### src/hw/rtl/bitplane_transpose_sign_fold_defines.svh
// ----------------------------------------------------------------------------
// Bit-plane transpose assertion macros
// Shared concurrent assertion forms, clocked on clk and quiet during rst.
// ----------------------------------------------------------------------------
`ifndef BITPLANE_TRANSPOSE_SIGN_FOLD_DEFINES_SVH
`define BITPLANE_TRANSPOSE_SIGN_FOLD_DEFINES_SVH

// The condition holds at every clock edge out of reset.
`define BTS_ASSERT_ALWAYS(label, cond, msg) \
  label: assert property (@(posedge clk) disable iff (rst) (cond)) else $error(msg);

// When the trigger holds, the consequence holds in the next cycle.
`define BTS_ASSERT_NEXT(label, trig, cons, msg) \
  label: assert property (@(posedge clk) disable iff (rst) (trig) |=> (cons)) \
    else $error(msg);

`endif

### src/hw/rtl/bts_pkg.sv
// ----------------------------------------------------------------------------
// Bit-plane transpose package
// Shared types, register indexes and the sign fold helpers.
// ----------------------------------------------------------------------------
package bts_pkg;

  localparam int GROUP_SIZE = 16;

  typedef logic [15:0] word_t;
  typedef logic [3:0]  pos_t;
  typedef logic [4:0]  cnt_t;
  typedef word_t [GROUP_SIZE-1:0] group_words_t;

  typedef enum logic {
    DIR_ENCODE = 1'b0,
    DIR_DECODE = 1'b1
  } dir_t;

  localparam logic CFG_DIRECTION    = 1'b0;
  localparam logic CFG_FINAL_PIXELS = 1'b1;

  localparam cnt_t FULL_GROUP = 5'd16;

  typedef struct packed {
    dir_t direction;
    cnt_t final_pixels;
  } cfg_t;

  typedef struct packed {
    cnt_t count;   // words actually received, 1..16
    dir_t dir;
    logic last;
    cnt_t n;       // results to emit, 1..16
  } group_meta_t;

  typedef struct packed {
    logic  en;
    pos_t  addr;
    word_t data;
  } wr_req_t;

  typedef struct packed {
    logic        en;
    group_meta_t meta;
  } close_req_t;

  typedef struct packed {
    logic        wr_full;
    logic        rd_valid;
    group_meta_t rd_meta;
  } q_status_t;

  typedef struct packed {
    pos_t fill;
  } front_status_t;

  typedef struct packed {
    logic emit;
    logic done;
  } back_status_t;

  typedef struct packed {
    word_t word;
    pos_t  index;
    logic  last;
  } result_t;

  // Two's complement to sign-magnitude with the sign in bit 0.
  function automatic word_t fold_pixel(word_t x);
    word_t mag;
    mag = word_t'(16'd0 - x);
    if (x[15]) begin
      return {mag[14:0], 1'b1};
    end
    return {x[14:0], 1'b0};
  endfunction

  // A negative sign with zero magnitude stands for the most negative pixel.
  function automatic word_t unfold_pixel(logic sign, logic [14:0] mag);
    if (!sign) begin
      return {1'b0, mag};
    end
    if (mag == 15'd0) begin
      return 16'h8000;
    end
    return word_t'(16'd0 - {1'b0, mag});
  endfunction

  function automatic cnt_t clamp_pixels(cnt_t v);
    if (v == 5'd0) begin
      return 5'd1;
    end
    if (v > FULL_GROUP) begin
      return FULL_GROUP;
    end
    return v;
  endfunction

endpackage

### src/hw/rtl/bts_front.sv
// ----------------------------------------------------------------------------
// Bit-plane transpose front end
// Accepts words, tracks the fill position and closes groups.
// ----------------------------------------------------------------------------
module bts_front (
  input  logic                   clk,
  input  logic                   rst,
  input  logic                   push,
  input  logic [15:0]            in_word,
  input  logic                   in_last,
  input  bts_pkg::cfg_t          cfg,
  input  bts_pkg::q_status_t     q_st,
  output bts_pkg::wr_req_t       wr,
  output bts_pkg::close_req_t    close,
  output bts_pkg::front_status_t st
);
  import bts_pkg::*;

  pos_t fill;
  logic accept;
  logic closing;

  assign accept  = push && !q_st.wr_full;
  assign closing = accept && (fill == pos_t'(GROUP_SIZE - 1) || in_last);

  always_comb begin
    wr.en            = accept;
    wr.addr          = fill;
    wr.data          = in_word;
    close.en         = closing;
    close.meta.count = {1'b0, fill} + 5'd1;
    close.meta.dir   = cfg.direction;
    close.meta.last  = in_last;
    if (cfg.direction == DIR_DECODE && in_last) begin
      close.meta.n = clamp_pixels(cfg.final_pixels);
    end else begin
      close.meta.n = FULL_GROUP;
    end
    st.fill = fill;
  end

  always_ff @(posedge clk) begin
    if (rst) begin
      fill <= '0;
    end else if (closing) begin
      fill <= '0;
    end else if (accept) begin
      fill <= fill + 4'd1;
    end
  end

endmodule

### src/hw/rtl/bts_group_queue.sv
// ----------------------------------------------------------------------------
// Bit-plane transpose group queue
// Two group buffers in ping-pong order between the front and the back end.
// ----------------------------------------------------------------------------
module bts_group_queue (
  input  logic                  clk,
  input  logic                  rst,
  input  bts_pkg::wr_req_t      wr,
  input  bts_pkg::close_req_t   close,
  input  logic                  rd_done,
  output bts_pkg::q_status_t    st,
  output bts_pkg::group_words_t rd_words
);
  import bts_pkg::*;

  word_t       words [2][GROUP_SIZE];
  group_meta_t meta  [2];
  logic [1:0]  slot_valid;
  logic [1:0]  slot_valid_next;
  logic        wr_ptr;
  logic        rd_ptr;

  always_ff @(posedge clk) begin
    if (wr.en) begin
      words[wr_ptr][wr.addr] <= wr.data;
    end
    if (close.en) begin
      meta[wr_ptr] <= close.meta;
    end
  end

  // A slot is filled only when free and drained only when full, so a close
  // and a drain in the same cycle always touch different slots.
  always_comb begin
    slot_valid_next = slot_valid;
    if (close.en) begin
      slot_valid_next[wr_ptr] = 1'b1;
    end
    if (rd_done) begin
      slot_valid_next[rd_ptr] = 1'b0;
    end
  end

  always_ff @(posedge clk) begin
    if (rst) begin
      slot_valid <= '0;
      wr_ptr     <= 1'b0;
      rd_ptr     <= 1'b0;
    end else begin
      slot_valid <= slot_valid_next;
      if (close.en) begin
        wr_ptr <= ~wr_ptr;
      end
      if (rd_done) begin
        rd_ptr <= ~rd_ptr;
      end
    end
  end

  always_comb begin
    st.wr_full  = slot_valid[wr_ptr];
    st.rd_valid = slot_valid[rd_ptr];
    st.rd_meta  = meta[rd_ptr];
    for (int p = 0; p < GROUP_SIZE; p++) begin
      rd_words[p] = words[rd_ptr][p];
    end
  end

endmodule

### src/hw/rtl/bts_back.sv
// ----------------------------------------------------------------------------
// Bit-plane transpose back end
// Emits one head group plane or pixel per cycle while its result queue has room.
// ----------------------------------------------------------------------------
module bts_back (
  input  logic                  clk,
  input  logic                  rst,
  input  bts_pkg::q_status_t    q_st,
  input  bts_pkg::group_words_t rd_words,
  input  logic                  pop,
  output bts_pkg::back_status_t st,
  output logic                  empty,
  output logic [15:0]           out_word,
  output logic [3:0]            out_index,
  output logic                  out_last
);
  import bts_pkg::*;

  pos_t         idx;
  group_words_t w;
  group_words_t folded;
  word_t        plane;
  logic [14:0]  mag;
  result_t      res;
  logic         emit;
  logic         done;

  result_t      ent [2];
  logic         ent_wptr;
  logic         ent_rptr;
  logic [1:0]   ent_count;
  logic         popped;

  // Words past the received count read as zero (short final group).
  always_comb begin
    for (int p = 0; p < GROUP_SIZE; p++) begin
      if (5'(p) < q_st.rd_meta.count) begin
        w[p] = rd_words[p];
      end else begin
        w[p] = '0;
      end
    end
    for (int p = 0; p < GROUP_SIZE; p++) begin
      folded[p] = fold_pixel(w[p]);
      plane[p]  = folded[p][idx];
    end
    for (int b = 1; b < GROUP_SIZE; b++) begin
      mag[b-1] = w[b][idx];
    end
    res.index = idx;
    res.last  = q_st.rd_meta.last && ({1'b0, idx} == q_st.rd_meta.n - 5'd1);
    unique case (q_st.rd_meta.dir)
      DIR_ENCODE: res.word = plane;
      DIR_DECODE: res.word = unfold_pixel(w[0][idx], mag);
      default:    res.word = plane;
    endcase
  end

  assign emit    = q_st.rd_valid && (ent_count != 2'd2);
  assign done    = emit && ({1'b0, idx} == q_st.rd_meta.n - 5'd1);
  assign st.emit = emit;
  assign st.done = done;

  always_ff @(posedge clk) begin
    if (rst) begin
      idx <= '0;
    end else if (done) begin
      idx <= '0;
    end else if (emit) begin
      idx <= idx + 4'd1;
    end
  end

  assign popped = pop && (ent_count != 2'd0);

  always_ff @(posedge clk) begin
    if (emit) begin
      ent[ent_wptr] <= res;
    end
  end

  always_ff @(posedge clk) begin
    if (rst) begin
      ent_wptr  <= 1'b0;
      ent_rptr  <= 1'b0;
      ent_count <= '0;
    end else begin
      if (emit) begin
        ent_wptr <= ~ent_wptr;
      end
      if (popped) begin
        ent_rptr <= ~ent_rptr;
      end
      ent_count <= ent_count + 2'(emit) - 2'(popped);
    end
  end

  assign empty     = (ent_count == 2'd0);
  assign out_word  = ent[ent_rptr].word;
  assign out_index = ent[ent_rptr].index;
  assign out_last  = ent[ent_rptr].last;

endmodule

### src/hw/rtl/bitplane_transpose_sign_fold.sv
// ----------------------------------------------------------------------------
// Bit-plane transpose with sign folding
// 16x16 bit-plane transpose of signed pixels, encode and decode directions.
// ----------------------------------------------------------------------------
// The input side is a queue: a transaction completes when push is high and
// full is low. Each transaction carries one pixel (encode) or one plane word
// (decode); in_last marks the final word of the stream and closes the group.
// The result side is a queue too: while empty is low the oldest result is on
// out_word, out_index and out_last, and it is taken when pop is high.
// Configuration is written through cfg_wen, cfg_addr and cfg_data while the
// block is idle; index 0 is the direction and index 1 the pixel count of the
// final decoded group.
// A group closes on its 16th word or on in_last. When the back end is idle,
// the closing transaction marks the group's buffer valid, and its first
// result is then registered into the result queue and shown on the ports;
// further results follow one per cycle while the result queue has room. Two
// group buffers alternate, so one group fills while the previous one drains,
// and input and output both sustain one transaction per cycle; the rate is
// set by the single result per cycle that the back end produces. A short
// final encode group still yields 16 planes, so input can wait there.
// Reset restores the register defaults and empties both group buffers and the
// result queue. When the receiver stops popping, the two-entry result queue
// fills, the back end holds, and once both group buffers are full, full rises.
// ----------------------------------------------------------------------------
module bitplane_transpose_sign_fold (
  input  logic        clk,
  input  logic        rst,
  input  logic        push,
  output logic        full,
  input  logic [15:0] in_word,
  input  logic        in_last,
  output logic        empty,
  input  logic        pop,
  output logic [15:0] out_word,
  output logic [3:0]  out_index,
  output logic        out_last,
  input  logic        cfg_wen,
  input  logic        cfg_addr,
  input  logic [4:0]  cfg_data
);
  import bts_pkg::*;

  `include "bitplane_transpose_sign_fold_defines.svh"

  cfg_t          cfg;
  wr_req_t       wr;
  close_req_t    close;
  q_status_t     q_st;
  front_status_t f_st;
  back_status_t  b_st;
  group_words_t  rd_words;

  // Configuration registers.
  always_ff @(posedge clk) begin
    if (rst) begin
      cfg.direction    <= DIR_ENCODE;
      cfg.final_pixels <= FULL_GROUP;
    end else if (cfg_wen) begin
      unique case (cfg_addr)
        CFG_DIRECTION:    cfg.direction    <= dir_t'(cfg_data[0]);
        CFG_FINAL_PIXELS: cfg.final_pixels <= cfg_data;
        default:          cfg.direction    <= cfg.direction;
      endcase
    end
  end

  // The front end writes words into the free group buffer and closes groups.
  bts_front u_front (
    .clk     (clk),
    .rst     (rst),
    .push    (push),
    .in_word (in_word),
    .in_last (in_last),
    .cfg     (cfg),
    .q_st    (q_st),
    .wr      (wr),
    .close   (close),
    .st      (f_st)
  );

  // The queue holds up to two closed or filling groups.
  bts_group_queue u_queue (
    .clk      (clk),
    .rst      (rst),
    .wr       (wr),
    .close    (close),
    .rd_done  (b_st.done),
    .st       (q_st),
    .rd_words (rd_words)
  );

  // The back end turns the head group into planes or pixels.
  bts_back u_back (
    .clk       (clk),
    .rst       (rst),
    .q_st      (q_st),
    .rd_words  (rd_words),
    .pop       (pop),
    .st        (b_st),
    .empty     (empty),
    .out_word  (out_word),
    .out_index (out_index),
    .out_last  (out_last)
  );

  assign full = q_st.wr_full;

  // A group is only closed into a free buffer.
  `BTS_ASSERT_ALWAYS(a_close_into_free, !close.en || !q_st.wr_full, "close into full buffer")
  // The back end only produces results from a closed group.
  `BTS_ASSERT_ALWAYS(a_emit_needs_group, !b_st.emit || q_st.rd_valid, "emit without a group")
  // After a transaction that closes a group, the fill position restarts.
  `BTS_ASSERT_NEXT(a_fill_restart, close.en, f_st.fill == 4'd0, "fill not reset after close")

endmodule

### config.mk
export PLATFORM = sky130hd
export DESIGN_NAME = bitplane_transpose_sign_fold
export DESIGN_NICKNAME = d
export VERILOG_FILES = /design/src/hw/rtl/bts_pkg.sv /design/src/hw/rtl/bts_front.sv /design/src/hw/rtl/bts_group_queue.sv /design/src/hw/rtl/bts_back.sv /design/src/hw/rtl/bitplane_transpose_sign_fold.sv
export VERILOG_INCLUDE_DIRS = /design/src /design/src/hw/rtl
export SDC_FILE = /design/constraint.sdc
export NUM_CORES = 1
export LEC_CHECK = 0
export BUFFER_PORTS_ARGS = -buffer_cell sky130_fd_sc_hd__buf_4
export CORE_MARGIN = 2
export CORE_UTILIZATION = 50
export DETAILED_ROUTE_END_ITERATION = 7
export PLACE_DENSITY = 0.75
export SETUP_SLACK_MARGIN = 0.15
export SYNTH_ARGS = -nofsm -noshare
export SYNTH_HDL_FRONTEND = slang
export SYNTH_SLANG_ARGS = --single-unit
### constraint.sdc
create_clock -name clk -period 4.04 [get_ports clk]
set_clock_uncertainty 0.1 [all_clocks]
set_input_delay 0.202 -clock clk [delete_from_list [all_inputs] [get_ports clk]]
set_output_delay 0.202 -clock clk [all_outputs]
set_load 0.02 [all_outputs]
### After elaboration in Yosys (flattened, before gate mapping)

Memories as Yosys holds them, arrays and structs flattened. A register that Yosys moved wholly into a read port is not among the register bits.
Cells that the tools add are included.

* add/subtract/negate cells: 23
* $lt $le $gt $ge: 24
* eq/ne operators: 3
* multiplexer cells: 172
* bitwise operators: 10
* reductions and logical operators: 20

Operators by type and width (count)
* 16-bit two-way mux: 53
* 256-bit two-way mux: 1
* 1-bit by 15-bit subtractor with 15-bit output, first input constant: 16
* 1-bit binary-select mux with 4-bit select: 32
* 1-bit two-way mux: 75
* 16-bit demux with 4-bit select: 1
* 4-bit by 5-bit < comparator with 1-bit output, first input constant: 8
* 16-bit case mux with 2 select lines: 1
* 5-bit two-way mux: 5
* 3-bit by 5-bit < comparator with 1-bit output, first input constant: 4
* 1-bit by 15-bit subtractor with 16-bit output, first input constant: 1
* 15-bit zero test: 1
* 1-bit logical AND: 10
* 1-bit by 5-bit < comparator with 1-bit output, first input constant: 2
* 2-bit by 5-bit < comparator with 1-bit output, first input constant: 2
* 4-bit by 1-bit adder with 4-bit output, second input constant: 2
* 1-bit inverter: 6
* 4-bit by 1-bit adder with 5-bit output, second input constant: 1
* 4-bit by 5-bit equality test with 1-bit output: 1
* 5-bit >= comparator, second input constant: 1
* 5-bit greater-than comparator, second input constant: 1
* 5-bit zero test: 1
* 4-bit by 5-bit < comparator with 1-bit output, second input constant: 1
* 5-bit by 1-bit < comparator with 1-bit output, second input constant: 1
* other kinds (19): 25

* register bits after elaboration: 22
* RAM bits: 578
* bits of input ports: 28
* output and inout port bits: 23
* word-level logic and storage cells: 265
* memories kept: 3

Memories
* u_queue.words: depth 2, width 256, read ports 1, clocked after Yosys merged registers in 1, write ports 1, RTL line bts_group_queue.sv:16 `word_t words [2][GROUP_SIZE];`
* u_back.ent: depth 2, width 21, read ports 1, clocked after Yosys merged registers in 1, write ports 1, RTL line bts_back.sv:28 `result_t ent [2];`
* u_queue.meta: depth 2, width 12, read ports 1, clocked after Yosys merged registers in 1, write ports 1, RTL line bts_group_queue.sv:17 `group_meta_t meta [2];`

### Longest topological paths before layout

Gate-level depths: netlist (run 1).

* word-level depth: 11
* mapped depth: 22
* depth with buffers taken out: 14

### Cells and area by module

From an unflattened synthesis (run 1), not the netlist that was laid out.

* cells, all modules: 2639
* area, all modules: 32940.3 µm²

By module, submodules not included
* bts_group_queue: times used 1, cells an instance 907, area an instance 19716.4 µm²
* bts_back: times used 1, cells an instance 1645, area an instance 12498.2 µm²
* bts_front: times used 1, cells an instance 60, area an instance 445.4 µm²
* bitplane_transpose_sign_fold: times used 1, cells an instance 27, area an instance 280.3 µm²

### Worst setup path after synthesis (run 1)

Ideal clock, no wire load.

* path kind: reg2reg
* from: register with a tool-made name
* to: memory u_back.ent[0][14] (netlist bit) (data pin)
* data arrival time: 3.807 ns
* required time: 3.661 ns
* setup slack: -0.147 ns
* stages on the path, launching flop included: 21
* path buffers: 11
* clock period less this slack: 4.187 ns
* cells stage by stage: dfxtp_1 buf_6 buf_12 buf_12 buf_12 buf_12 buf_6 buf_6 buf_6 buf_6 buf_6 buf_2 mux2_2 nand2_1 ha_1 a21bo_2 o21ai_0 xor2_1 mux4_2 a311oi_1 o22ai_1

RTL lines (RTL line)
* end, declared: bts_back.sv:28

==> results.sh, run 1 <==
export IMPL_yosysTopAreaCell="sky130_fd_sc_hd__edfxtp_1"
export IMPL_timing_hold_violations_final=0
export IMPL_floorplan_die_width_um=266.7
export IMPL_synth_async_sr_flop_share=0
export IMPL_grt_start_max_net_pins=37
export IMPL_synth_seq_area_share=0.5169
export IMPL_period_needed_ns=3.918
export IMPL_ys_ff_latch=602
export IMPL_die_height_um=266.7
export IMPL_p_total_mw=15.31
export IMPL_startpoint_kind_of_the_worst_setup_timing_path="flip-flop"
export IMPL_final_layout_size_suffix_gt1_frac=0.2386
export IMPL_vdd_ir_drop_max_mv=0.4153
export IMPL_hpwl_um=75850
export IMPL_synth_top_cells_by_area="sky130_fd_sc_hd__edfxtp_1 50%, sky130_fd_sc_hd__mux2i_1 7.1%, sky130_fd_sc_hd__mux4_2 3.8%"
export IMPL_setup_violations=0
export IMPL_clk_path_buf_depth=3
export IMPL_total_number_of_vias=26960
export IMPL_grt_antenna_before_repair=6
export IMPL_remaining_drc_errors=2
export IMPL_cts_buffers_inserted=67
export IMPL_totalWireLength_um=112800
export IMPL_violations="design-rule violations"
export IMPL_post_synth_cell_area_avg_sq_um=12.24
export IMPL_maxSlewViolCount=0
export IMPL_die_area_sq_mm=0.07113
export IMPL_detail_route_wl_per_cell_um=27.99
export IMPL_final_instance_count_excl_fill=4031
export IMPL_worst_hold_startpoint="pop"
export IMPL_syn_instance_count=2820
export IMPL_cts_sink_count=602
export IMPL_critPathRequiredTime_ns=4.25
export IMPL_htree_num_levels=3
export IMPL_tritoncts="done"
export IMPL_final_nets=3147
export IMPL_io_pin_count=51
export IMPL_antenna_violating_nets_post_route=0
export IMPL_finalWorstSetupSlack_ns=0.1216
export IMPL_grt_pass1_wl_um=166100
export IMPL_hold_path_class="input port to flip-flop"
export IMPL_max_cap_violations=0
export IMPL_tightest_slew_ns=0.9647
export IMPL_globalRoute_totalOverflow=0
export IMPL_powerDensity_mw_per_mm2=381.7
export IMPL_drt_first_iter_violations=3324
export IMPL_yosysTopAreaCellShare=0.5030
export IMPL_timing_critical_path_to_type="flip-flop"
export IMPL_synth_common_cells="578 x sky130_fd_sc_hd__edfxtp_1, 244 x sky130_fd_sc_hd__mux2i_1, 202 x sky130_fd_sc_hd__nor2_1"
export IMPL_rsz0062_at_grt="true"
export IMPL_drt_vias_per_instance=6.689
export IMPL_status="complete, but fails checks"
export IMPL_timing_critical_path_arrival_ns=4.13
export IMPL_ys_dominant_reg_cell="sky130_fd_sc_hd__edfxtp_1"
export IMPL_io_buffer_count=50
export IMPL_postSynthNetCount=2873
export IMPL_power_static_leakage_nw=13.12
export IMPL_clock_tree_root_cell="sky130_fd_sc_hd__clkbuf_16"
export IMPL_synth_to_layout_area_growth_pct=16.24
export IMPL_grt_util_all_layers=0.3144
export IMPL_tns_ns=0
export IMPL_dp_slack_ns=-0.07127
export IMPL_dr_pass1_iters=8
export IMPL_synth_distinct_cells=114
export IMPL_cp_max_fo=12
export IMPL_slew_headroom=0.3553
export IMPL_timing_fmax_ghz=0.2552
export IMPL_finalCritPeriodShare=0.9699
export IMPL_placedCellCount=3871
export IMPL_floorplan_rows=96
export IMPL_synth_warnings=0
export IMPL_globalplace_congestion=0.9861
export IMPL_total_core_area_sq_mm=0.06847
export IMPL_number_of_synthesized_flops_with_an_enable_pin=578
export IMPL_timing_setup_critical_path_class="flip-flop to flip-flop"
export IMPL_fillers=5370
export IMPL_initial_core_utilization=0.5040
export IMPL_syn_area_sq_mm=0.03451
export IMPL_post_synth_top_count_cell="sky130_fd_sc_hd__edfxtp_1"
export IMPL_path_clk_slew_ns=0.06
export IMPL_clk_latency_ns=0.62
export IMPL_grt_pass1_vias=26300
==> timing repair <==
action | in CTS | in global routing
endpoints found under the hold margin | 23 | 0
endpoints found under the setup margin | 10 | 32
gates resized for setup | 6 | 44
gates cloned | 0 | 0
hold buffers | 20 | 0
setup buffers | 0 | 16
pin swaps | 0 | 5
==> worst paths after layout <==
kind	end	slack, ns	cells after the start
worst max-delay path	u_back.ent[1][12]	0.12	13
worst max register to register	u_back.ent[1][12]	0.12	13
worst min register to register	u_queue.slot_valid[1]	0.40	1
worst min-delay path	flip-flop	0.02	4
==> kinds of logic (layout without fill, tap and decap cells) <==
logic type	after synthesis	after routing	synth area share
compound gates	663	663	0.1369
xor+xnor	192	192	0.04873
fa+ha+maj	25	25	0.009065
buf+inv	199	527	0.03637
flops	602	602	0.5169
mux	409	409	0.1445
other cells	0	1	0
simple gates	730	730	0.1075
==> metrics by stage <==
stage	util	instance area, sq um	hold WS, ns
after floorplan	-	34560	0.2009
after global placement	0.5443	37270	0.3474
final	0.5858	40110	0.02282
after global routing	0.5858	40110	0.02311
after CTS	0.5807	39760	0.003887
after detailed placement	0.5443	37270	0.3484
==> cell usage in the layout, fill, tap and decap left out, drive strengths merged, types with 58 or more instances in the layout <==
cell type / instances
mux2i: 252
a21oi: 123
o21ai: 111
mux2: 99
xnor2: 128
nor2: 202
a31oi: 64
nand2: 159
edfxtp: 578
clkbuf: 86
xor2: 64
nor3: 103
mux4: 58
buf: 350
==> report_power, final <==
group          switching (mW)  internal (mW)
registers              0.0793           6.96
logic                    1.29          0.741
clock network            2.55           3.70
==> critical path, cell delays in order, from the launching register on <==
cell and delay [ns]:
sky130_fd_sc_hd__dfxtp_4 0.48, sky130_fd_sc_hd__buf_12 0.21, sky130_fd_sc_hd__buf_4 0.28, sky130_fd_sc_hd__mux2i_1 0.43, sky130_fd_sc_hd__o22ai_1 0.16, sky130_fd_sc_hd__o2111ai_1 0.20
sky130_fd_sc_hd__o311ai_1 0.30, sky130_fd_sc_hd__a2111oi_4 0.39, sky130_fd_sc_hd__buf_4 0.19, sky130_fd_sc_hd__nor2b_4 0.15, sky130_fd_sc_hd__nand3_1 0.09, sky130_fd_sc_hd__o21ai_2 0.25
sky130_fd_sc_hd__buf_4 0.22, sky130_fd_sc_hd__o22ai_2 0.15
==> area by class of cell <==
type	count	area, sq um	area share
Clock buffer	86	1916	0.04776
Inverter	34	127.6	0.003182
Multi-Input combinational cell	2019	15680	0.3910
Sequential cell	602	17850	0.4451
Timing Repair Buffer	370	3075	0.07668
Tap cell	882	1104	0.02751
Antenna cell	1	2.502	0.00006239
Clock inverter	37	349.1	0.008703
==> registers in the layout, summed over array words and instances, names as in the netlist, named ones only <==
signal and cells:
u_queue.words 512, u_queue.meta 24, u_back.ent_count 2, u_queue.rd_ptr 1
u_back.idx 4, u_front.st 4, u_queue.wr_ptr 1, u_queue.slot_valid 2
cfg 6, u_back.ent_wptr 1, u_back.ent_rptr 1, u_back.ent 42
==> per-layer routing <==
metal,vias to the layer above,global-route usage,wire [um]
met4,4,0.1499,5309
met1,13380,0.4195,44400
li1,11620,-,-
met3,351,0.07436,12280
met2,1608,0.4851,50810
met5,-,0,34
No activity file was read; power rests on OpenSTA's default activity.
==> run 2: changes to the inputs <==
- CTS_BUF_LIST: unset -> sky130_fd_sc_hd__clkbuf_4 sky130_fd_sc_hd__clkbuf_8
- HOLD_SLACK_MARGIN: unset -> 0.05
==> run 2 against run 1 <==
The run now ends clean. Flip-flop and latch count unchanged. Sequential power is essentially flat. Final area increased by 0.45%. Largest power group unchanged. Sequential share of layout area is 0.20 points lower. Critical path depth stayed put.
==> results.sh, run 2 (synthesis results as in run 1) <==
export IMPL_clk_path_buf_depth=3
export IMPL_clk_latency_ns=0.75
export IMPL_vdd_ir_drop_max_mv=0.2677
export IMPL_timing_setup_critical_path_class="flip-flop to flip-flop"
export IMPL_worst_hold_startpoint="in_last"
export IMPL_floorplan_die_width_um=266.7
export IMPL_cp_max_fo=22
export IMPL_slew_headroom=0.3511
export IMPL_final_cell_mix="578 x sky130_fd_sc_hd__edfxtp_1, 320 x sky130_fd_sc_hd__buf_4, 229 x sky130_fd_sc_hd__mux2i_1"
export IMPL_timing_hold_violations_final=0
export IMPL_timing_critical_path_to_type="flip-flop"
export IMPL_detail_route_wl_per_cell_um=27.73
export IMPL_final_layout_size_suffix_gt1_frac=0.2512
export IMPL_grt_antenna_before_repair=7
export IMPL_startpoint_kind_of_the_worst_setup_timing_path="flip-flop"
export IMPL_mostFrequentLayoutCell="sky130_fd_sc_hd__edfxtp_1"
export IMPL_die_height_um=266.7
export IMPL_clock_tree_root_cell="sky130_fd_sc_hd__clkbuf_8"
export IMPL_cts_buffers_inserted=101
export IMPL_maxSlewViolCount=0
export IMPL_tightest_slew_ns=0.9711
export IMPL_period_needed_ns=3.848
export IMPL_setup_violations=0
export IMPL_hold_path_class="input port to flip-flop"
export IMPL_drt_vias_per_instance=6.602
export IMPL_grt_start_max_net_pins=37
export IMPL_path_clk_slew_ns=0.06
export IMPL_total_core_area_sq_mm=0.06847
export IMPL_globalplace_congestion=0.9861
export IMPL_holdWs_ns=0.1654
export IMPL_max_reg_flops=512
export IMPL_timing_critical_path_arrival_ns=4.21
export IMPL_hpwl_um=75850
export IMPL_timing_fmax_ghz=0.2599
export IMPL_tritoncts="done"
export IMPL_fillers=5389
export IMPL_die_area_sq_mm=0.07113
export IMPL_cts_sink_count=602
export IMPL_floorplan_rows=96
export IMPL_io_pin_count=51
export IMPL_io_buffer_count=50
export IMPL_globalRoute_totalOverflow=0
export IMPL_remaining_drc_errors=0
export IMPL_dr_pass1_iters=7
export IMPL_status="finished clean"
export IMPL_instance_area_at_placement_sq_mm=0.03727
export IMPL_power_static_leakage_nw=13.22
export IMPL_register_with_the_highest_flop_count="u_queue.words"
export IMPL_htree_num_levels=3
export IMPL_initial_core_utilization=0.5040
export IMPL_final_nets=3199
export IMPL_total_number_of_vias=27130
export IMPL_drt_first_iter_violations=3509
export IMPL_rsz0062_at_grt="true"
export IMPL_largest_registers="u_queue.words (512), u_back.ent (42), u_queue.meta (24)"
export IMPL_design_area_sq_mm=0.04029
export IMPL_finalCritPeriodShare=0.9524
export IMPL_tns_ns=0
export IMPL_antenna_violating_nets_post_route=0
export IMPL_critPathRequiredTime_ns=4.41
export IMPL_synth_to_layout_area_growth_pct=16.76
export IMPL_totalWireLength_um=114000
export IMPL_max_cap_violations=0
export IMPL_grt_util_all_layers=0.3151
export IMPL_grt_pass1_wl_um=166400
export IMPL_grt_pass1_vias=26500
export IMPL_powerDensity_mw_per_mm2=366.5
==> run 2: cell count changes in the layout (fill, tap and decap cells not counted), moves of 3 or more <==
cell,before,now
sky130_fd_sc_hd__clkbuf_1,9,0
sky130_fd_sc_hd__clkbuf_8,4,104
sky130_fd_sc_hd__buf_6,2,8
sky130_fd_sc_hd__mux2i_1,232,229
sky130_fd_sc_hd__clkinvlp_4,5,1
sky130_fd_sc_hd__bufinv_16,5,9
sky130_fd_sc_hd__clkinv_4,6,1
sky130_fd_sc_hd__clkbuf_16,73,3
sky130_fd_sc_hd__buf_4,330,320
sky130_fd_sc_hd__clkbuf_4,0,22
sky130_fd_sc_hd__dlygate4sd3_1,20,38
sky130_fd_sc_hd__clkinv_1,7,31
==> run 2: through the flow <==
stage	power, mW	std cells	utilization	worst slack (ns)
after floorplan	8.173	2820	-	0.1535
after global placement	9.035	3871	0.5443	-0.008412
after detailed placement	9.074	3871	0.5443	-0.07127
after CTS	14.71	4092	0.5806	0.1574
after global routing	15.19	4108	0.5884	0.1014
final	14.77	4110	0.5885	0.1922
==> run 2: per-layer routing <==
| metal | global-route usage | vias up | share of wire |
|---|---|---|---|
| met5 | 0 | - | 0.00018 |
| met2 | 0.4898 | 1609 | 0.45 |
| li1 | - | 11740 | - |
| met1 | 0.4190 | 13450 | 0.40 |
| met4 | 0.1403 | 2 | 0.046 |
| met3 | 0.07796 | 329 | 0.10 |
==> run 2: area by class of cell <==
class / instances / area [sq um] / area share
multi-input cells: 2019 / 15780 / 0.3916
diodes: 3 / 7.507 / 0.0001863
repair buffers: 388 / 3338 / 0.08286
clock buffers: 126 / 1597 / 0.03963
flip-flops and latches: 602 / 17850 / 0.4431
clock inverters: 56 / 485.5 / 0.01205
well taps: 882 / 1104 / 0.02739
inverters: 34 / 127.6 / 0.003168
==> run 2: repair_timing <==
item | CTS | global route
endpoints found under the hold margin | 548 | 0
pin swaps | 1 | 10
setup endpoints to repair | 13 | 32
hold buffers | 38 | 0
resized for setup | 4 | 74
setup buffers | 1 | 12
cloned | 0 | 3
==> run 2: worst paths after layout <==
check | end | slack, ns | cells after the start
worst max-delay path | u_back.ent[0][12] | 0.19 | 13
worst min register to register | flip-flop | 0.43 | 2
worst min-delay path | u_queue.meta[1][5] | 0.17 | 2
worst max register to register | u_back.ent[0][12] | 0.19 | 13
==> run 2: critical path, cell delays in order (launching register included) <==
cell                      delay [ns]
sky130_fd_sc_hd__dfxtp_4        0.49
sky130_fd_sc_hd__buf_12         0.18
sky130_fd_sc_hd__buf_16         0.19
sky130_fd_sc_hd__buf_6          0.16
sky130_fd_sc_hd__mux2i_1        0.26
sky130_fd_sc_hd__mux4_2         0.30
sky130_fd_sc_hd__a22oi_1        0.10
sky130_fd_sc_hd__and3_1         0.27
sky130_fd_sc_hd__or3b_2         0.51
sky130_fd_sc_hd__nor3b_4        0.28
sky130_fd_sc_hd__nand3_2        0.13
sky130_fd_sc_hd__o21ai_4        0.24
sky130_fd_sc_hd__buf_6          0.18
sky130_fd_sc_hd__o22ai_2        0.14
==> run 2: power breakdown <==
group	internal, mW	switching, mW	leakage [nW]
sequential	6.96	0.0773	5.41
combinational	0.752	1.30	6.72
clock	3.17	2.51	1.09
